--- config.mk ---
export PLATFORM = sky130hd
export DESIGN_NAME = subarray_and_equal_counter_core
export DESIGN_NICKNAME = d
export VERILOG_FILES = /design/src/rtl/sacc_pkg.sv /design/src/rtl/sacc_cell.sv /design/src/rtl/sacc_merge.sv /design/src/rtl/subarray_and_equal_counter_core.sv
export SDC_FILE = /design/constraint.sdc
export NUM_CORES = 2
export LEC_CHECK = 0
export BUFFER_PORTS_ARGS = -buffer_cell sky130_fd_sc_hd__buf_2
export CAP_MARGIN = 20
export CORE_MARGIN = 2
export CORE_UTILIZATION = 45
export CTS_CLUSTER_DIAMETER = 50
export CTS_CLUSTER_SIZE = 24
export DETAILED_ROUTE_END_ITERATION = 6
export GPL_TIMING_DRIVEN = 0
export PLACE_DENSITY = 0.58
export SETUP_SLACK_MARGIN = 0.5
export SLEW_MARGIN = 20
export SYNTH_ARGS = -nofsm -noshare
export SYNTH_HDL_FRONTEND = slang
export SYNTH_SLANG_ARGS = --single-unit
--- constraint.sdc ---
create_clock -name clk_i -period 12.5 [get_ports clk_i]
set_input_delay 1.25 -clock clk_i [delete_from_list [all_inputs] [get_ports clk_i]]
set_output_delay 1.25 -clock clk_i [all_outputs]
set_load 0.05 [all_outputs]
--- src/rtl/sacc_pkg.sv ---
// Shared types, sizes and helpers for the subarray AND-equal counter.
// Used by sacc_cell, sacc_merge and subarray_and_equal_counter_core.
`default_nettype none

package sacc_pkg;

  localparam int WORD_BITS   = 32;
  localparam int CNT_BITS    = 48;
  localparam int TABLE_DEPTH = 33;
  localparam int IDX_W       = $clog2(TABLE_DEPTH);
  localparam int FILL_W      = $clog2(TABLE_DEPTH + 1);

  localparam logic [CNT_BITS-1:0] CNT_MAX = {CNT_BITS{1'b1}};

  // One table entry: an AND value and how many start positions give it.
  typedef struct packed {
    logic                 vld;
    logic [WORD_BITS-1:0] val;
    logic [CNT_BITS-1:0]  cnt;
  } entry_t;

  typedef struct packed {
    logic clr;
    logic shift;
    logic load;
  } cell_ctrl_t;

  typedef struct packed {
    logic init;
    logic step;
  } merge_ctrl_t;

  function automatic logic [CNT_BITS-1:0] sat_add(input logic [CNT_BITS-1:0] a,
                                                  input logic [CNT_BITS-1:0] b);
    logic [CNT_BITS:0] s;
    s = {1'b0, a} + {1'b0, b};
    return s[CNT_BITS] ? CNT_MAX : s[CNT_BITS-1:0];
  endfunction

endpackage

`default_nettype wire

--- src/rtl/sacc_cell.sv ---
// One table cell: holds an entry, takes its neighbor's entry on a shift,
// or a write-back entry on a load. Depends on sacc_pkg.
`default_nettype none

module sacc_cell (
  input  logic                clk_i,
  input  logic                rst_ni,
  input  sacc_pkg::cell_ctrl_t ctrl_i,
  input  sacc_pkg::entry_t    load_i,
  input  sacc_pkg::entry_t    next_i,
  output sacc_pkg::entry_t    cell_o
);
  import sacc_pkg::*;

  logic                 vld_q, vld_d;
  logic [WORD_BITS-1:0] val_q, val_d;
  logic [CNT_BITS-1:0]  cnt_q, cnt_d;

  always_comb begin
    vld_d = vld_q;
    val_d = val_q;
    cnt_d = cnt_q;
    if (ctrl_i.clr) begin
      vld_d = 1'b0;
    end else if (ctrl_i.load) begin
      vld_d = load_i.vld;
      val_d = load_i.val;
      cnt_d = load_i.cnt;
    end else if (ctrl_i.shift) begin
      vld_d = next_i.vld;
      val_d = next_i.val;
      cnt_d = next_i.cnt;
    end
  end

  always_ff @(posedge clk_i or negedge rst_ni) begin
    if (!rst_ni) begin
      vld_q <= 1'b0;
    end else begin
      vld_q <= vld_d;
    end
  end

  always_ff @(posedge clk_i) begin
    val_q <= val_d;
    cnt_q <= cnt_d;
  end

  assign cell_o = '{vld: vld_q, val: val_q, cnt: cnt_q};

endmodule

`default_nettype wire

--- src/rtl/sacc_merge.sv ---
// Merge stage at the head of the cell row: ANDs each popped entry with the
// word, folds equal neighbors into a pending group. Depends on sacc_pkg.
`default_nettype none

module sacc_merge (
  input  logic                      clk_i,
  input  logic                      rst_ni,
  input  sacc_pkg::merge_ctrl_t     ctrl_i,
  input  logic [sacc_pkg::WORD_BITS-1:0] word_i,
  input  logic [sacc_pkg::WORD_BITS-1:0] target_i,
  input  sacc_pkg::entry_t          head_i,
  output logic                      emit_o,
  output sacc_pkg::entry_t          pend_o
);
  import sacc_pkg::*;

  entry_t               pend_q, pend_d;
  logic [WORD_BITS-1:0] anded;
  logic                 item_ok;
  logic                 same;

  // Table is kept in descending order, so equal AND results are adjacent.
  assign anded   = head_i.val & word_i;
  assign item_ok = head_i.vld && (anded >= target_i);
  assign same    = pend_q.vld && (anded == pend_q.val);
  assign emit_o  = ctrl_i.step && item_ok && !same;

  always_comb begin
    pend_d = pend_q;
    if (ctrl_i.init) begin
      pend_d.vld = (word_i >= target_i);
      pend_d.val = word_i;
      pend_d.cnt = CNT_BITS'(1);
    end else if (ctrl_i.step && item_ok) begin
      if (same) begin
        pend_d.cnt = sat_add(pend_q.cnt, head_i.cnt);
      end else begin
        pend_d.vld = 1'b1;
        pend_d.val = anded;
        pend_d.cnt = head_i.cnt;
      end
    end
  end

  always_ff @(posedge clk_i or negedge rst_ni) begin
    if (!rst_ni) begin
      pend_q <= '0;
    end else begin
      pend_q <= pend_d;
    end
  end

  assign pend_o = pend_q;

endmodule

`default_nettype wire

--- src/rtl/subarray_and_equal_counter_core.sv ---
// Counts subarrays whose bitwise AND equals a target, over a word stream.
// A row of table cells shifts through a merge stage at its head; the
// block's control and result register live here. Depends on sacc_pkg,
// sacc_cell and sacc_merge.
//
// Usage: input words arrive on in_valid_i / in_stall_o with word_i and
// first_i; first_i set restarts the array (table and total cleared). Each
// word yields one word on out_valid_o / out_stall_i carrying match_total_o,
// the saturating running count. The target must be written over cfg_valid_i /
// cfg_ready_o only while the block is idle; the block itself does not enforce it.
// After a word is taken, the sweep streams the 33-entry cell row through the
// merge stage, then the flush writes back the last group and loads the result
// register. A new word is taken only once the block is back in idle, so a word
// is never taken before the previous one has been through the flush.
// A waiting result sits in the output register; the next word is still taken,
// and its write-back holds until the receiver stops stalling.
// Reset empties the table, zeroes the total and target, drops any result.
`default_nettype none

module subarray_and_equal_counter_core (
  input  logic                           clk_i,
  input  logic                           rst_ni,
  input  logic                           in_valid_i,
  output logic                           in_stall_o,
  input  logic [sacc_pkg::WORD_BITS-1:0] word_i,
  input  logic                           first_i,
  output logic                           out_valid_o,
  input  logic                           out_stall_i,
  output logic [sacc_pkg::CNT_BITS-1:0]  match_total_o,
  input  logic                           cfg_valid_i,
  output logic                           cfg_ready_o,
  input  logic [sacc_pkg::WORD_BITS-1:0] cfg_target_value_i
);
  import sacc_pkg::*;

  typedef enum logic [1:0] {
    S_IDLE,
    S_SWEEP,
    S_FLUSH
  } state_e;

  state_e               state_q;
  logic [WORD_BITS-1:0] target_q;
  logic [WORD_BITS-1:0] word_q;
  logic [IDX_W-1:0]     step_q;
  logic [IDX_W-1:0]     dest_q;
  logic [FILL_W-1:0]    fill_q;
  logic [CNT_BITS-1:0]  total_q;
  logic                 out_valid_q;
  logic [CNT_BITS-1:0]  out_total_q;

  logic                 accept;
  logic                 flush_go;
  logic                 fill_ok;
  logic                 emit;
  logic [WORD_BITS-1:0] merge_word;
  entry_t               pend;
  entry_t               cells [TABLE_DEPTH];
  entry_t               load_entry;
  merge_ctrl_t          mctrl;
  logic [TABLE_DEPTH-1:0] load_vec;
  logic [CNT_BITS-1:0]  total_d;

  assign in_stall_o    = (state_q != S_IDLE);
  assign accept        = in_valid_i && !in_stall_o;
  assign cfg_ready_o   = 1'b1;
  assign out_valid_o   = out_valid_q;
  assign match_total_o = out_total_q;

  assign flush_go = (state_q == S_FLUSH) && (!out_valid_q || !out_stall_i);
  assign fill_ok  = (fill_q < FILL_W'(TABLE_DEPTH));

  assign mctrl.init = accept;
  assign mctrl.step = (state_q == S_SWEEP);

  // The pending group is seeded from the incoming word before word_q loads.
  assign merge_word = accept ? word_i : word_q;

  sacc_merge u_merge (
    .clk_i    (clk_i),
    .rst_ni   (rst_ni),
    .ctrl_i   (mctrl),
    .word_i   (merge_word),
    .target_i (target_q),
    .head_i   (cells[0]),
    .emit_o   (emit),
    .pend_o   (pend)
  );

  // Emitted groups land at dest_q, chosen so that after the remaining shifts
  // group j sits in cell j; the last group is written at fill_q unshifted.
  assign load_entry = pend;

  always_comb begin
    for (int i = 0; i < TABLE_DEPTH; i++) begin
      load_vec[i] = (mctrl.step && emit && (dest_q == IDX_W'(i))) ||
                    (flush_go && pend.vld && fill_ok && (fill_q == FILL_W'(i)));
    end
  end

  for (genvar g = 0; g < TABLE_DEPTH; g++) begin : g_cell
    entry_t     nxt;
    cell_ctrl_t cctrl;

    if (g == TABLE_DEPTH - 1) begin : g_tail
      assign nxt = '0;
    end else begin : g_body
      assign nxt = cells[g+1];
    end

    assign cctrl.clr   = accept && first_i;
    assign cctrl.shift = mctrl.step;
    assign cctrl.load  = load_vec[g];

    sacc_cell u_cell (
      .clk_i  (clk_i),
      .rst_ni (rst_ni),
      .ctrl_i (cctrl),
      .load_i (load_entry),
      .next_i (nxt),
      .cell_o (cells[g])
    );
  end

  // Only the last (smallest) group can equal the target.
  always_comb begin
    total_d = total_q;
    if (pend.vld && (pend.val == target_q)) begin
      total_d = sat_add(total_q, pend.cnt);
    end
  end

  always_ff @(posedge clk_i or negedge rst_ni) begin
    if (!rst_ni) begin
      state_q     <= S_IDLE;
      target_q    <= '0;
      word_q      <= '0;
      step_q      <= '0;
      dest_q      <= '0;
      fill_q      <= '0;
      total_q     <= '0;
      out_valid_q <= 1'b0;
      out_total_q <= '0;
    end else begin
      if (cfg_valid_i && cfg_ready_o) begin
        target_q <= cfg_target_value_i;
      end
      if (out_valid_q && !out_stall_i && !flush_go) begin
        out_valid_q <= 1'b0;
      end
      case (state_q)
        S_IDLE: begin
          if (accept) begin
            word_q  <= word_i;
            step_q  <= '0;
            dest_q  <= IDX_W'(TABLE_DEPTH - 1);
            fill_q  <= '0;
            if (first_i) begin
              total_q <= '0;
            end
            state_q <= S_SWEEP;
          end
        end
        S_SWEEP: begin
          dest_q <= dest_q + IDX_W'(emit) - IDX_W'(1);
          fill_q <= fill_q + FILL_W'(emit);
          step_q <= step_q + IDX_W'(1);
          if (step_q == IDX_W'(TABLE_DEPTH - 1)) begin
            state_q <= S_FLUSH;
          end
        end
        S_FLUSH: begin
          if (flush_go) begin
            total_q     <= total_d;
            out_total_q <= total_d;
            out_valid_q <= 1'b1;
            state_q     <= S_IDLE;
          end
        end
        default: begin
          state_q <= S_IDLE;
        end
      endcase
    end
  end

endmodule

`default_nettype wire

* Word level (Yosys, flattened, before mapping)
Index checks and enable logic that the tools add are counted.
W data, S select, Z words.
** Word-level totals
- Input port bits :: 70
- Logic and storage cells :: 680
- Memories :: 0
- Bits in read-only memories :: 0
- Bits in writable memories :: 0
- Latch bits :: 0
- Flip-flop bits (word level) :: 2935
** Operators by class
- Multiply operators :: 0
- Reduce and logical (&&, ||, !) cells :: 229
- Bitwise logic cells :: 2
- Shift-type cells :: 0
- Magnitude comparators :: 3
- Equal/unequal tests :: 74
- Divide/modulo/power cells :: 0
- $add $sub $neg :: 6
- Mux-type cells :: 255
** Operators with widths (number)
- $mux W48 :: 73
- $mux W32 :: 67
- $eq A6 B5 Y1 const B :: 32
- $mux W81 :: 2
- $mux W1 :: 102
- $reduce_bool A3 Y1 :: 33
- $add A48 B48 Y49 :: 2
- $eq A6 B4 Y1 const B :: 16
- $pmux W48 S2 :: 1
- $logic_and A1 B1 Y1 :: 79
- $reduce_bool A2 Y1 :: 37
- $reduce_and A2 Y1 :: 36
- $eq A32 B32 Y1 :: 2
- $ge A32 B32 Y1 :: 2
- $eq A6 B3 Y1 const B :: 8
- $pmux W6 S2 :: 3
- $logic_or A1 B1 Y1 :: 34
- $mux W33 :: 1
- $and A32 B32 Y32 :: 1
- $eq A6 B2 Y1 const B :: 4
- $eq A6 B6 Y1 const B :: 3
- $add A6 B1 Y6 :: 2
- $eq A6 B1 Y1 const B :: 2
- $logic_not A6 Y1 :: 2
- other kinds (15) :: 25

* Logic depth before layout (Yosys ltp)
- Depth in word-level cells :: 14
- Mapped depth :: 24

* Cells and area by module
From an unflattened synthesis, not the netlist that was laid out.
** Second synthesis, totals
- Cells, all modules :: 8239
- Area total of the unflattened synthesis :: 142688.1 um2
** By module, submodules not included
- sacc_cell :: area each 3726.1 um2, cells an instance 177, instances 33
- subarray_and_equal_counter_core :: area each 11250.8 um2, cells an instance 1348, instances 1
- sacc_merge :: area each 8476.9 um2, cells an instance 1050, instances 1

* Worst setup path before layout
No wires, ideal clock.
- Kind :: input port to flip-flop
- Start :: in in_valid_i
- End :: reg g_cell[29].u_cell.cnt_q[0] (enable)
- Data required time :: 12048 ps
- Setup time :: 452 ps
- Arrival time :: 6749 ps
- Path slack :: 5299 ps
- Stages :: 22
- Cell sequence :: nor3b_2 -> buf_4 -> buf_2 -> mux2_2 -> nand2_1 -> inv_1 -> ha_1 -> a21o_1 -> a21o_1 -> a21o_1 -> a221oi_1 -> o21a_1 -> o22a_1 -> clkbuf_1 -> or2_1 -> buf_2 -> inv_2 -> buf_2 -> nand4_1 -> o21ai_1 -> buf_2 -> nand2b_1
** On the way
- Word-level cells in the longest chain between the ends :: 12
- Elaborated cells on any way between the ends :: 17
** RTL lines
- start: declaration :: RTL line subarray_and_equal_counter_core.sv:23 : input logic in_valid_i,
- $logic_and A1 B1 Y1 * :: RTL line subarray_and_equal_counter_core.sv:65 : assign accept = in_valid_i && !in_stall_o;
- $mux W32 *
- named net merge_word[25] :: RTL line subarray_and_equal_counter_core.sv:56 : logic [WORD_BITS-1:0] merge_word;
- $and A32 B32 Y32 * :: RTL line sacc_merge.sv:23 : assign anded = head_i.val & word_i;
- $ge A32 B32 Y1 / $eq A32 B32 Y1 (equally long branches) :: RTL line sacc_merge.sv:24, sacc_merge.sv:25
- $logic_and A1 B1 Y1, on equally long branches :: RTL line sacc_merge.sv:24, sacc_merge.sv:25
- $logic_and A1 B1 Y1 / $logic_not A1 Y1 (equally long branches) :: RTL line sacc_merge.sv:26 : assign emit_o = ctrl_i.step && item_ok && !same;
- $logic_and A1 B1 Y1 * :: RTL line sacc_merge.sv:26
- $logic_and A1 B1 Y1 * (2 in a row) :: RTL line subarray_and_equal_counter_core.sv:96 : load_vec[i] = (mctrl.step && emit && (dest_q == IDX_W'(i))) ||
- $logic_or A1 B1 Y1 * :: RTL line subarray_and_equal_counter_core.sv:96
- $reduce_bool A2 Y1 (no line) *
- $reduce_and A2 Y1 (no line) *
- end signal: assignment :: RTL line sacc_cell.sv:46 : cnt_q <= cnt_d;
- end: declaration :: RTL line sacc_cell.sv:17 : logic [CNT_BITS-1:0] cnt_q, cnt_d;
Mark *: on every way through the listed nets, which the timed path passes. The rest lies on a longest branch.
A chain may end at the register's enable or synchronous reset.

* Worst setup path after layout
- Start :: reg state_q[1]
- End :: reg g_cell[6].u_cell.val_q[16] (enable)
** On the way
- Word-level cells in the longest chain between the ends :: 14
- Elaborated cells on any way between the ends :: 25
** RTL lines
- start: declaration :: RTL line subarray_and_equal_counter_core.sv:42 : state_e state_q;
- start signal: assignment :: RTL line subarray_and_equal_counter_core.sv:135 : state_q <= S_IDLE;
- start signal: assignment :: RTL line subarray_and_equal_counter_core.sv:161 : state_q <= S_SWEEP;
- start signal: assignment :: RTL line subarray_and_equal_counter_core.sv:169 : state_q <= S_FLUSH;
- $reduce_bool A2 Y1 * :: RTL line subarray_and_equal_counter_core.sv:64 : assign in_stall_o = (state_q != S_IDLE);
- $logic_not A1 Y1 * :: RTL line subarray_and_equal_counter_core.sv:65
- $logic_and A1 B1 Y1 * :: RTL line subarray_and_equal_counter_core.sv:65
- $mux W32 *
- named net merge_word[17] :: RTL line subarray_and_equal_counter_core.sv:56
- $and A32 B32 Y32 * :: RTL line sacc_merge.sv:23
- $ge A32 B32 Y1 / $eq A32 B32 Y1 (equally long branches) :: RTL line sacc_merge.sv:24, sacc_merge.sv:25
- $logic_and A1 B1 Y1, on equally long branches :: RTL line sacc_merge.sv:24, sacc_merge.sv:25
- $logic_and A1 B1 Y1 / $logic_not A1 Y1 (equally long branches) :: RTL line sacc_merge.sv:26
- $logic_and A1 B1 Y1 * :: RTL line sacc_merge.sv:26
- $logic_and A1 B1 Y1 * (2 in a row) :: RTL line subarray_and_equal_counter_core.sv:96
- $logic_or A1 B1 Y1 * :: RTL line subarray_and_equal_counter_core.sv:96
- $reduce_bool A2 Y1 (no line) *
- $reduce_and A2 Y1 (no line) *
- end signal: assignment :: RTL line sacc_cell.sv:45 : val_q <= val_d;
- end: declaration :: RTL line sacc_cell.sv:16 : logic [WORD_BITS-1:0] val_q, val_d;
Marks and branches as above.

==> results.py <==
metrics = {
    "cells_and_area": {
        "num-nets-final": 9302,
        "drive_above_1_share_pct": 37.98,
        "fin_area_um2": 151400,
        "postLayoutCoreUtil_pct": 51.49,
        "fin_cells": 13260,
        "area_delta_synth_final_pct": 13.78,
    },
    "routing": {
        "routed-wl-met3_um": 24080,
        "ant_nets": 0,
        "wl_met2_um": 164500,
        "detail_route.vias_per_cell": 5.706,
        "vias": 75690,
        "wl_met1_um": 172500,
        "drtIter0Drc": 7961,
        "firstDrtPassIters": 6,
        "wl_per_cell_um": 27.84,
        "dr.max_layer_used": "met5",
        "wl_um": 369300,
        "remaining_drc_errors": 0,
    },
    "synthesis": {
        "synth_area_um2": 133100,
        "ys_seq_area_share_pct": 65.12,
        "yosys.area_share.adder_pct": 1.591,
        "synth_cells": 8554,
        "synthArstFlopShare_pct": 10.05,
        "syn_avg_cell_area_um2": 15.56,
        "synth_ff_type": "edfxtp_1",
        "synth_mux_area_share_pct": 21.76,
        "synth_edf_count": 2640,
        "ys_ff_latch": 2935,
        "synth_nets": 8792,
        "synth_cell_types": 82,
        "yosysWarnings": 0,
        "synth_top_family_by_area": "multiplexers",
        "synth-compound-area-share_pct": 4.131,
        "yosys.area_share.simple_pct": 3.828,
        "yosys.area_share.xor_xnor_pct": 0.7832,
    },
    "timing": {
        "fmax_ghz": 0.1321,
        "max_slew.worst_pin.slew_ps": 1250,
        "period_minus_slack_ps": 7571,
        "finalSetupViolCount": 0,
        "worst_slack_ps": 4929,
        "rsz0062_at_grt": "false",
        "period_share_pct": 60.56,
        "timing.hold.ws_ps": 291.6,
        "drv_slew": 0,
        "skew_ps": 51.98,
        "tns_ps": 0,
        "relSlewSlack_pct": 16.66,
        "hold_viol": 0,
    },
    "worst_setup_path": {
        "end_kind": "flop",
        "crit_type": "flop to flop",
        "critical_path_peak_fanout": 43,
        "crit_chain": "nor3b_2 > buf_4 > mux2_2 > and2_1 > ha_1 > a21o_1 > a211o_1 > a211oi_1 > o211ai_1 > a41oi_1 > o22a_1 > clkbuf_1 > or2_1 > buf_2 > inv_2 > buf_2 > a32oi_2 > buf_2 > buf_4 > nand2_4 > buf_16",
        "ff2ff_setup_slack_ps": 4930,
        "path_common_cell": "buf_2",
        "max_stage_delay_ps": 770,
        "r2r-start": "state_q[1]",
        "cp_slowest_cell": "a32oi_2",
        "cp.required_ps": 13080,
        "critPathLaunchType": "flop",
        "regToRegEndpoint": "g_cell[6].u_cell.val_q[16]",
        "arrival_ps": 8150,
        "reg2reg_depth": 21,
    },
    "pwr": {
        "power_mw": 39.25,
        "swShare_pct": 30.82,
        "ir_drop_mv": 0.1912,
        "p_per_area_nw_per_um2": 259.2,
        "p_comb_share_pct": 25.6,
        "p_int_mw": 27.15,
        "seqPwrFrac_pct": 49.2,
        "p_leak_nw": 57.62,
        "p_switching_mw": 12.10,
        "clkPwrFrac_pct": 25.1,
    },
    "grt": {
        "grt_max_degree": 97,
        "grt_pass1_wl_um": 536300,
        "grt_usage_pct": 24.34,
        "grt_pass1_vias": 75280,
        "antenna_found_initial": 35,
        "overflow": 0,
    },
    "clock_tree": {
        "clk_latency_ps": 890,
        "cts_num_sinks": 2935,
        "cts_root_buf": "clkbuf_16",
        "clockBufferDepth": 4,
        "ctsHoldBuffers": 0,
        "htreeDepth": 5,
        "cts_tree": "yes",
        "postCtsSetupBuffers": 0,
        "clk_pin_slew_ps": 60,
        "cts_resized": 0,
        "cts_buffers": 323,
    },
    "floorplan": {
        "start_util_pct": 45.25,
        "ioPinCount": 121,
        "core-area_um2": 294100,
        "row_count": 199,
        "die_area_um2": 300100,
        "die_height_um": 547.8,
        "chipWidth_um": 547.8,
    },
    "min_path": {
        "hold_class": "input port to asynchronous set/reset pin",
    },
    "place": {
        "dp.cells": 12660,
        "hpwl_um": 260600,
        "pre_cts_ws_ps": 4032,
        "routabilityCongestion": 0.9426,
        "place_area_um2": 140400,
        "io_buffer_count": 118,
    },
    "run_status": {
        "status": "complete, no violations",
    },
    "job": {
        "maxCapViolCount": 0,
    },
}
[power by group through the flow]
stage,clock network (mW),logic (mW),registers (mW)
after CTS,10.0,10.1,19.3
final,9.86,10.1,19.3
after floorplan,0,6.37,18.9
after global routing,10.4,10.9,19.7
after global placement,0,9.27,20.0
after detailed placement,0,10.0,19.4
[cell type report]
class                   count  area, um2
fillers                 24160     142600
flip-flops and latches   2935      86660
multi-input cells        4837      43020
clock buffers             352       8339
well taps                3919       4903
plain buffers             702       3413
clock inverters           234       2626
repair buffers            185       2105
inverters                  80      300.3
diodes                     20      50.05
[routing by layer]
layer  vias to the layer above  track usage, %
met2                      2516           36.99
met4                         6           5.880
met3                       496           3.238
met1                     38960           36.93
met5                         -               0
li1                      33720               -
[sequential cells by signal, indices dropped and copies added (netlist names), 32 cells and up]
name	cells
g_cell.u_cell.cnt_q	1584
u_merge.pend_o	81
match_total_o	48
total_q	48
word_q	32
g_cell.u_cell.vld_q	33
target_q	32
g_cell.u_cell.val_q	1056
[cells in the final DEF (no fill, tap or decap), drive strengths merged, types with 29 or more instances in the layout]
cell and n:
o21ai 311, ha 166, xnor2 71, nand3 71, o21a 45, xor2 48
a21oi 178, o31ai 40, a21o 69, mux2 2569, a31oi 57, nor2b 97
dfrtp 295, inv 171, edfxtp 2640, and2 29, buf 497, nand2 407
nor3 35, clkbuf 742, nor2 307, nand4 49, clkinv 98
[how the worst max path moves through the flow]
stage                          start                           to  slack [ps]
after floorplan           in_valid_i   g_cell[29].u_cell.cnt_q[0]        5300
after global placement    in_valid_i  g_cell[29].u_cell.val_q[12]         950
after detailed placement  in_valid_i    g_cell[6].u_cell.val_q[6]        4030
after CTS                 state_q[1]   g_cell[6].u_cell.val_q[17]        4870
after global routing      state_q[1]   g_cell[6].u_cell.val_q[16]        4680
final                     state_q[1]   g_cell[6].u_cell.val_q[16]        4930
[cells in the mapped netlist (all sizes together), types with 4 or more instances]
cell type	instances	area (um2)
a31oi	57	371.6
a21bo	19	190.2
clkbuf	390	1464
and2	29	181.4
nand4	49	306.5
xnor2	71	621.9
nor3	35	175.2
nor4b	6	67.56
o22ai	14	87.58
nor2	307	1157
and3	20	125.1
xor2	48	420.4
o41ai	5	43.79
buf	312	1941
dfrtp	295	7382
a221oi	20	175.2
nand3	71	355.3
ha	166	2077
edfxtp	2640	79280
or4	5	37.54
o211ai	11	82.58
a32oi	9	108.9
inv	80	300.3
o21ai	311	1556
o21a	45	337.8
nand2	407	1528
a41oi	4	35.03
o31ai	40	300.3
a221o	8	80.08
o311ai	4	35.03
nor2b	97	606.8
a21oi	178	909.6
o21bai	13	97.59
a21boi	6	45.04
nand3b	18	135.1
nor4	19	118.9
nand2b	17	106.4
or2	4	25.03
a211oi	18	135.1
a21o	69	518.0
mux2	2569	28940
a22oi	16	120.1
a211o	4	35.03
and3b	4	35.03
[kinds of logic (layout without fill, tap and decap cells)]
| logic type | after synthesis | count (layout) |
|---|---|---|
| other cells | 1 | 21 |
| fa+ha+maj | 168 | 168 |
| compound gates | 876 | 876 |
| simple gates | 1103 | 1103 |
| mux | 2570 | 2570 |
| buf+inv | 782 | 1553 |
| xor+xnor | 119 | 119 |
| flops | 2935 | 2935 |
[critical path: cells and delay by family, from the launching register on]
family | cells | cell delay [ps]
AO/OA/AOI/OAI | 7 | 2320
adder cells (fa/ha/maj) | 1 | 280
buffers and inverters | 8 | 2540
flip-flops | 1 | 510
multiplexers | 1 | 440
AND/OR/NAND/NOR | 4 | 1040
(Power assumes the default switching activity.)
